$ cat config.mk
export PLATFORM = sky130hd
export DESIGN_NAME = tfbb_fifo
export DESIGN_NICKNAME = d
export VERILOG_FILES = /design/src/rtl/tfbb_pkg.sv /design/src/rtl/tfbb_fifo.sv
export SDC_FILE = /design/constraint.sdc
export NUM_CORES = 1
export LEC_CHECK = 0
export BUFFER_PORTS_ARGS = -buffer_cell sky130_fd_sc_hd__buf_2
export CAP_MARGIN = 20
export CORE_ASPECT_RATIO = 1.75
export CORE_MARGIN = 3
export CORE_UTILIZATION = 50
export DETAILED_ROUTE_END_ITERATION = 8
export GPL_ROUTABILITY_DRIVEN = 0
export PLACE_DENSITY_LB_ADDON = 0.3
export REMOVE_ABC_BUFFERS = 1
export SKIP_CTS_REPAIR_TIMING = 1
export SLEW_MARGIN = 20
export SYNTH_ARGS = -nofsm -noshare
export SYNTH_HDL_FRONTEND = slang
export SYNTH_SLANG_ARGS = --single-unit
$ cat constraint.sdc
create_clock -name clk -period 7.45 [get_ports clk]
set_input_delay 1.1175 -clock clk [delete_from_list [all_inputs] [get_ports clk]]
set_output_delay 1.1175 -clock clk [all_outputs]
set_load 0.1 [all_outputs]
$ cat src/rtl/tfbb_pkg.sv
// ---------------------------------------------------------------------------
// tfbb_pkg
// Shared types and constants of the transformed frame bounding box block.
// ---------------------------------------------------------------------------
`default_nettype none

package tfbb_pkg;

	// field widths
	localparam int RotW     = 24;
	localparam int ShiftW   = 32;
	localparam int ExtW     = 12;
	localparam int VpmW     = 24;
	localparam int ProdW    = 37;
	localparam int BoxW     = 40;
	localparam int SizeW    = 16;
	localparam int CountW   = 24;
	localparam int DiffLoW  = 20;
	localparam int PartW    = 44;
	localparam int FullW    = 64;

	// stream and config port widths
	localparam int InDataW  = 240;
	localparam int OutDataW = 192;
	localparam int CfgIdxW  = 3;
	localparam int CfgDataW = 24;

	// frame queue geometry
	localparam int QDepth   = 4;
	localparam int QPtrW    = 2;
	localparam int QCntW    = 3;

	// register indexes
	localparam logic [CfgIdxW-1:0] REG_MIN_COL = 3'd0;
	localparam logic [CfgIdxW-1:0] REG_MAX_COL = 3'd1;
	localparam logic [CfgIdxW-1:0] REG_MIN_ROW = 3'd2;
	localparam logic [CfgIdxW-1:0] REG_MAX_ROW = 3'd3;
	localparam logic [CfgIdxW-1:0] REG_VPM     = 3'd4;

	typedef logic signed [RotW-1:0]   rot_t;
	typedef logic signed [ShiftW-1:0] shift_t;
	typedef logic signed [ProdW-1:0]  prod_t;
	typedef logic signed [BoxW-1:0]   box_t;
	typedef logic [BoxW-1:0]          diff_t;
	typedef logic [PartW-1:0]         part_t;
	typedef logic [CountW-1:0]        count_t;
	typedef logic [SizeW-1:0]         size_t;

	localparam box_t   BOX_POS_MAX = {1'b0, {(BoxW-1){1'b1}}};
	localparam box_t   BOX_NEG_MIN = {1'b1, {(BoxW-1){1'b0}}};
	localparam count_t COUNT_MAX   = '1;
	localparam size_t  SIZE_MAX    = '1;

	// configuration registers
	typedef struct packed {
		logic [ExtW-1:0] min_col;
		logic [ExtW-1:0] max_col;
		logic [ExtW-1:0] min_row;
		logic [ExtW-1:0] max_row;
		logic [VpmW-1:0] vpm;
	} cfg_t;

	// one frame's affine pose
	typedef struct packed {
		rot_t   xx;
		rot_t   xy;
		shift_t tx;
		rot_t   yx;
		rot_t   yy;
		shift_t ty;
		rot_t   zx;
		rot_t   zy;
		shift_t tz;
	} pose_t;

	// per-frame box handed from front to back, index 0 is x
	typedef struct packed {
		logic [2:0][BoxW-1:0] lo;
		logic [2:0][BoxW-1:0] hi;
		logic                 pose_valid;
		logic                 seq_end;
	} frame_box_t;

	// one result word
	typedef struct packed {
		logic [CountW-1:0] frames_used;
		logic [BoxW-1:0]   corner_z;
		logic [BoxW-1:0]   corner_y;
		logic [BoxW-1:0]   corner_x;
		logic [SizeW-1:0]  size_z;
		logic [SizeW-1:0]  size_y;
		logic [SizeW-1:0]  size_x;
		logic              no_valid;
	} result_t;

endpackage

`default_nettype wire

$ cat src/rtl/tfbb_fifo.sv
// ---------------------------------------------------------------------------
// tfbb_fifo
// Short register queue of per-frame boxes between front and back.
// ---------------------------------------------------------------------------
`default_nettype none

module tfbb_fifo (
	input  wire                  clk,
	input  wire                  arst_n,
	input  wire                  push,
	input  tfbb_pkg::frame_box_t push_data,
	input  wire                  pop,
	output tfbb_pkg::frame_box_t head,
	output logic                 full,
	output logic                 empty
);

	tfbb_pkg::frame_box_t           mem_q [tfbb_pkg::QDepth];
	logic [tfbb_pkg::QPtrW-1:0]     wr_ptr_q, rd_ptr_q;
	logic [tfbb_pkg::QCntW-1:0]     cnt_q;

	assign full  = cnt_q == tfbb_pkg::QCntW'(tfbb_pkg::QDepth);
	assign empty = cnt_q == '0;
	assign head  = mem_q[rd_ptr_q];

	// pointers and fill count
	always_ff @(posedge clk or negedge arst_n) begin
		if (!arst_n) begin
			wr_ptr_q <= '0;
			rd_ptr_q <= '0;
			cnt_q    <= '0;
		end else begin
			if (push) wr_ptr_q <= wr_ptr_q + 1'b1;
			if (pop)  rd_ptr_q <= rd_ptr_q + 1'b1;
			unique case ({push, pop})
				2'b10:   cnt_q <= cnt_q + 1'b1;
				2'b01:   cnt_q <= cnt_q - 1'b1;
				default: cnt_q <= cnt_q;
			endcase
		end
	end

	// storage
	always_ff @(posedge clk) begin
		if (push) mem_q[wr_ptr_q] <= push_data;
	end

endmodule

`default_nettype wire

# [Word-level counts from Yosys, hierarchy flattened]
# Memories as Yosys holds them, arrays and structs flattened.
# Cells that the tools add are included.
# Widths: inputs -> output; s select.
[op_classes] addsub=4 n_eq_ne=3 n_mux=3 reduce_logical=2
[ops] cell="$pmux 3 s2" count=1
[ops] cell="$add 2x1->2 const B" count=2
[ops] cell="$add 3x1->3 const B" count=1
[ops] cell="$eq 3x3->1 const B" count=1
[ops] cell="$logic_not 3->1" count=1
[ops] cell="$sub 3x1->3 const B" count=1
[ops] cell="$eq 2x1->1 const B" count=1
[ops] cell="$eq 2x2->1 const B" count=1
[ops] cell="$mux 1" count=2
[ops] cell="$reduce_bool 2->1" count=1
[word_totals] regBits=7 ram_bits=968 input_bits=246 output_inout_bits=244 wordCells=16 mem_count=1
[memory_table] name="mem_q" depth=4 width=242 rd=1 rd_ports_with_merged_regs=0 write_ports=1 line="tfbb_fifo.sv:18" rtl="tfbb_pkg::frame_box_t mem_q [tfbb_pkg::QDepth];"

# [Depth between registers and ports, before layout]
# Gate-level depths: netlist (run 1).
[depth] depth_word=2 mapped_depth=7 ltp_nobuf=7

# [Worst setup path after synthesis (run 1)]
# Ideal clock, no wire load.
[synth_timing] path_kind="input -> register" start="input push" end="memory mem_q[0][0] (netlist bit), enable pin" setup_time_ns=0.632 t_arrival_ns=6.591 required_time_ns=6.818 slack_ns=0.227 stages=1 n_path_buf=0 path_cell_list="and2_1"
[synth_between] elab_chain_len=2
[synth_lines] element="from (decl)" line="tfbb_fifo.sv:10" rtl="input wire push,"
[synth_lines] element="$mux 1" line="tfbb_fifo.sv:45" rtl="if (push) mem_q[wr_ptr_q] <= push_data;"
[synth_lines] element="$mux 1 (not written as such)" line="tfbb_fifo.sv:45"
[synth_lines] element="to (decl)" line="tfbb_fifo.sv:18"
# No other way between the ends.

==> summary.txt, run 1 <==
status = complete, no violations
critical path's largest stage delay = 800 ps
1st-pass router iterations = 5
Yosys top cell area share = 0.824
R2R depth = 4
critical path capture point type = output port
final wirelength = 70600 um
Slew Viols, Final = 0
CP Launch Type = flop
DP HPWL = 42600 um
reg2reg start = wr_ptr_q[0]$_DFFE_PN0P_
setup_tns = 0 ps
f_max = 232 MHz
largest net degree at the start of global routing = 157
Layout area overhead = 17.6%
CP max stage cell = dfrtp_4
Multi-input gate area = 0.00566 mm2
vias in the first global route = 16900
die height = 357 um
H-tree levels = 3
Die W = 207 um
ranking of synthesized cells by area = edfxtp_1 82%, mux4_2 15%, buf_6 0.61%
clock-pin slew on the worst setup and hold paths = 70 ps
initial antenna violation count = 27
Remaining DRCs = 0
Max Cap Viol = 0
Nets = 2089
vias per cell = 5.54
Slew HR = 0.281
clock buffer depth = 3
share of cells above drive strength 1 = 0.456
synth unique cells = 18
worst-path cell chain = buf_4 > mux4_2 > buf_2
average size of a mapped cell = 27.1 um2
grt ovf = 0
Final Critical Period = 4310 ps
number of buffers added on ports = 489
post-synth top area cell = edfxtp_1
die area = 0.0739 mm2
Ys Warns = 0
total track usage = 0.192
post-synthesis cell area = 0.0353 mm2
Worst EP required = 6330 ps
RSZ-0062 raised after global routing = false
post-route ant nets = 0
TritonCTS Buffers = 85
Buf/Inv on CP = 2
Seq/Total Area, Yosys = 0.829
CP max FO = 43
Final Cycle Share = 0.579
worst-skew pair later-pin latency = 630 ps
Clock Skew = 18.8 ps
slack of the worst reg-to-reg path = 4780 ps
critical path class = flop to output port
Setup-failing EPs final = 0
register area = 0.0293 mm2
Yosys reg bits = 975
clock root buffer = clkbuf_16
Final Hold Viols = 0
Worst Tran Pin Value = 1080 ps
vias after detailed routing = 15700
CP delay by family, top = buffers and inverters
core area = 0.0698 mm2
reg2reg end = mem_q[0][180]$_DFFE_PP_
DR WL/cell = 24.9 um
worst path arrival time = 3190 ps
HP Class = input port to async pin
Cell Rows = 128
number of placed I/O pins = 490
initial DRC count = 1241
final-layout fill cell count = 4942
CTS tree = done
synthesized netlist cell count = 1301
first-pass GRT wire length = 105000 um
initial core utilization = 0.505
clock sinks = 975
## per-stage QoR
step / std cells / hold WS [ps] / area (um2) / util / setup WS (ps)
global route: 2825 / 322 / 41500 / 0.594 / 2830
CTS: 2815 / 306 / 41400 / 0.593 / 2970
floorplan: 1247 / 457 / 34900 / - / -4210
global placement: 2659 / 473 / 38700 / 0.554 / 3670
finish: 2837 / 350 / 41500 / 0.594 / 3140
detailed placement: 2659 / 501 / 38700 / 0.554 / 3680
## synth_stat cells (all sizes together)
master and n:
nor3 1, ha 5, fa 1, edfxtp 968
buf 48, xor2 4, o21ai 2, and2 4
nor2 1, and3 1, clkbuf 6, mux4 242
nand2 3, dfrtp 7, inv 6, xnor2 2
## layout by cell type, fill, tap and decap left out, types with 3 or more instances in the layout
cell / synthesis / final
diode_2: 0 / 21
clkinv_2: 0 / 14
buf_2: 28 / 489
inv_1: 6 / 6
buf_12: 0 / 7
ha_1: 5 / 5
clkbuf_16: 0 / 89
dfrtp_1: 7 / 5
xor2_1: 4 / 4
mux4_2: 242 / 242
bufinv_16: 0 / 6
clkbuf_1: 6 / 22
clkinv_1: 0 / 15
buf_4: 1 / 6
and2_4: 0 / 4
edfxtp_1: 968 / 968
nand2_1: 3 / 3
## worst max-delay path by stage
| stage | from | to | slack, ps | cells past startpoint |
|---|---|---|---|---|
| CTS | rd_ptr_q[0]$_DFFE_PN0P_ | head[180] | 2970 | 3 |
| floorplan | rd_ptr_q[0]$_DFFE_PN0P_ | head[0] | -4210 | 1 |
| detailed placement | rd_ptr_q[0]$_DFFE_PN0P_ | head[180] | 3680 | 3 |
| finish | rd_ptr_q[0]$_DFFE_PN0P_ | head[198] | 3140 | 3 |
| global placement | rd_ptr_q[0]$_DFFE_PN0P_ | head[180] | 3670 | 3 |
| global route | rd_ptr_q[0]$_DFFE_PN0P_ | head[163] | 2830 | 3 |
## layout make-up
cell class	count	area share
Sequential cell	975	0.705
Clock buffer	113	0.0563
Antenna cell	21	0.00127
Inverter	6	0.000543
Timing Repair Buffer	503	0.0641
Clock inverter	43	0.00937
Multi-Input combinational cell	266	0.136
Tap cell	910	0.0274
## state kept, by name, indices dropped and copies added (netlist names)
register	cells
wr_ptr_q	2
cnt_q	3
rd_ptr_q	2
mem_q	968
## routing by layer
metal | routed length [um] | vias up | track usage | part of all wire
met4 | 1940 | 14 | 0.0640 | 0.028
met3 | 6790 | 114 | 0.0694 | 0.096
li1 | - | 6765 | - | -
met5 | 81 | - | 0 | 0.0011
met2 | 35700 | 584 | 0.310 | 0.51
met1 | 26000 | 8228 | 0.243 | 0.37
## cell families after synthesis
logic type,share of synthesized area
mux,0.154
compound gates,0.000284
fa+ha+maj,0.00234
flops,0.829
xor+xnor,0.00149
buf+inv,0.0115
simple gates,0.00145
Power of run 1 is not shown: default switching activity piles up to over one toggle a cycle in this logic, so the estimate is an artifact.
==> inputs of run 2 (changes only) <==
--- a/config.mk
+++ b/config.mk
@@ -5,6 +5,7 @@
 export SDC_FILE = /design/constraint.sdc
 export NUM_CORES = 1
 export LEC_CHECK = 0
+export ABC_AREA = 1
 export BUFFER_PORTS_ARGS = -buffer_cell sky130_fd_sc_hd__buf_2
 export CAP_MARGIN = 20
 export CORE_ASPECT_RATIO = 1.75
==> constraint.sdc (replaced) <==
create_clock -name clk -period 3.5 [get_ports clk]
set_input_delay 0.525 -clock clk [delete_from_list [all_inputs] [get_ports clk]]
set_output_delay 0.525 -clock clk [all_outputs]
set_load 0.1 [all_outputs]
==> summary.txt, run 2 <==
status = complete, no violations
Max Cap Viol = 0
ranking of synthesized cells by area = edfxtp_1 73%, nand2_1 7.0%, o211ai_2 6.3%
first-pass GRT wire length = 127000 um
1st-pass router iterations = 5
critical path class = flop to output port
Cell Rows = 136
die area = 0.0830 mm2
largest net degree at the start of global routing = 166
critical path's largest stage delay = 710 ps
initial antenna violation count = 36
CP max FO = 30
Met1 Wirelength = 33100 um
wire length on met2 = 41200 um
critical path capture point type = output port
initial core utilization = 0.505
Synth top cells by count = 968 x edfxtp_1, 737 x nand2_1, 497 x inv_1
final worst slack = 211 ps
Seq/Total Area, Yosys = 0.736
Remaining DRCs = 0
clock buffer depth = 3
largest registers = mem_q (968), cnt_q (3)
Buf/Inv on CP = 3
Yosys reg bits = 975
post-synth top area cell = edfxtp_1
synthesized netlist cell count = 2872
DP HPWL = 51100 um
Die W = 219 um
clock root buffer = clkbuf_16
total track usage = 0.199
Worst EP required = 2970 ps
Final Critical Period = 3290 ps
HP Class = input port to flop
Nets = 3607
Final Cycle Share = 0.940
Setup-failing EPs final = 0
ys flop type = edfxtp_1
clock-pin slew on the worst setup and hold paths = 70 ps
most frequent cell after synthesis = edfxtp_1
synth unique cells = 20
most frequent cells in the layout = 968 x edfxtp_1, 737 x nand2_1, 493 x inv_1, 486 x buf_2, 284 x o211ai_1
vias after detailed routing = 22900
max layer used = met5
Largest register FFs = 968
post-synthesis cell area = 0.0397 mm2
die height = 379 um
clock sinks = 975
Synth Area in Adders = 0.00208
DR WL/cell = 18.7 um
xor/xnor share of the synthesized area = 0.000882
mux cell area share after synthesis = 0
Clock Skew = 17.0 ps
Slew HR = 0.356
Final Hold Viols = 0
compound-gate portion of the synthesized area = 0.117
CP Launch Type = flop
worst-skew pair later-pin latency = 660 ps
share of cells above drive strength 1 = 0.260
CTS tree = done
routed wl met3 = 6590 um
worst-path cell chain = buf_12 > buf_4 > o211ai_1 > nand2_1 > buf_2
Slew Viols, Final = 0
post-route ant nets = 0
grt ovf = 0
Post-synth ARST share = 0.00718
average size of a mapped cell = 13.8 um2
worst path arrival time = 2760 ps
number of buffers added on ports = 489
RSZ-0062 raised after global routing = false
vias per cell = 5.10
Post-synth EDFFs = 968
Layout area overhead = 16.7%
initial DRC count = 1271
Biggest register = mem_q
CP delay by family, top = buffers and inverters
Ys Warns = 0
final wirelength = 83900 um
Place WS = 743 ps
main combinational cell family by area after synthesis = compound AO/OA/AOI/OAI gates
post-synthesis simple-gate area fraction = 0.0702
TritonCTS Buffers = 87
commonest non-fill, non-tap cell in the layout = edfxtp_1
Worst Tran Pin Value = 965 ps
CP max stage cell = dfrtp_4
vias in the first global route = 22700
f_max = 304 MHz
H-tree levels = 3
core area = 0.0786 mm2
Yosys top cell area share = 0.732
number of placed I/O pins = 490
run 2: cell count changes in the layout (fill, tap and decap cells not counted), sizes merged, moves of 2 or more:
cell and delta:
inv +494, and2 -4, clkinv +7, bufinv +2, mux4 -242, o211ai +484
buf +52, diode +7, nand2 +734, clkbuf -7
run 2: metal layers:
metal,vias to the layer above,GRT usage
li1,11000,-
met3,147,0.0635
met5,-,0
met4,22,0.0869
met1,11100,0.235
met2,551,0.334
run 2: cell families after synthesis:
logic type	count (synthesis)
DFF	975
buffers and inverters	660
adders and majority gates	6
xor gates and xnor gates	4
and+or+nand+nor	741
AOI/OAI and AO/OA	486
run 2: layout make-up:
cell class / instances / area, um2
multi-input cells: 1237 / 7550
inverters: 498 / 1910
well taps: 1035 / 1290
diodes: 28 / 70.1
clock buffers: 106 / 2250
clock inverters: 53 / 583
repair buffers: 556 / 3430
flip-flops and latches: 975 / 29300
fillers: 6086 / 32300
run 2: through the flow:
step | hold WS [ps] | instances | utilization | area [um2] | TNS (ps)
after floorplan | 229 | 2710 | - | 38700 | -6346020
after global routing | 26.2 | 4474 | 0.589 | 46300 | 0
final | 53.6 | 4488 | 0.589 | 46300 | 0
after CTS | -365 | 4458 | 0.588 | 46200 | -13.3
after detailed placement | 385 | 4299 | 0.552 | 43400 | 0
after global placement | 382 | 4299 | 0.552 | 43400 | 0
run 2: worst paths after layout:
path	cells past startpoint	slack (ps)	start	to
min reg2reg	2	500	cnt_q[2]$_DFFE_PN0P_	cnt_q[2]$_DFFE_PN0P_
min	1	50	push_data[95]	mem_q[2][95]$_DFFE_PP_
min in group asynchronous	2	230	arst_n	rd_ptr_q[0]$_DFFE_PN0P_
max reg2reg	5	1380	wr_ptr_q[0]$_DFFE_PN0P_	mem_q[2][202]$_DFFE_PP_
max	5	210	rd_ptr_q[0]$_DFFE_PN0P_	head[75]
max in group asynchronous	2	3070	arst_n	rd_ptr_q[1]$_DFFE_PN0P_
run 2: worst register-to-register path: stages, from the launching register on:
cell and delay, ps:
dfrtp_1 420, inv_1 110, ha_1 140, nand2_1 120
inv_8 490, buf_4 520
Power of run 2 is left out for the same reason.
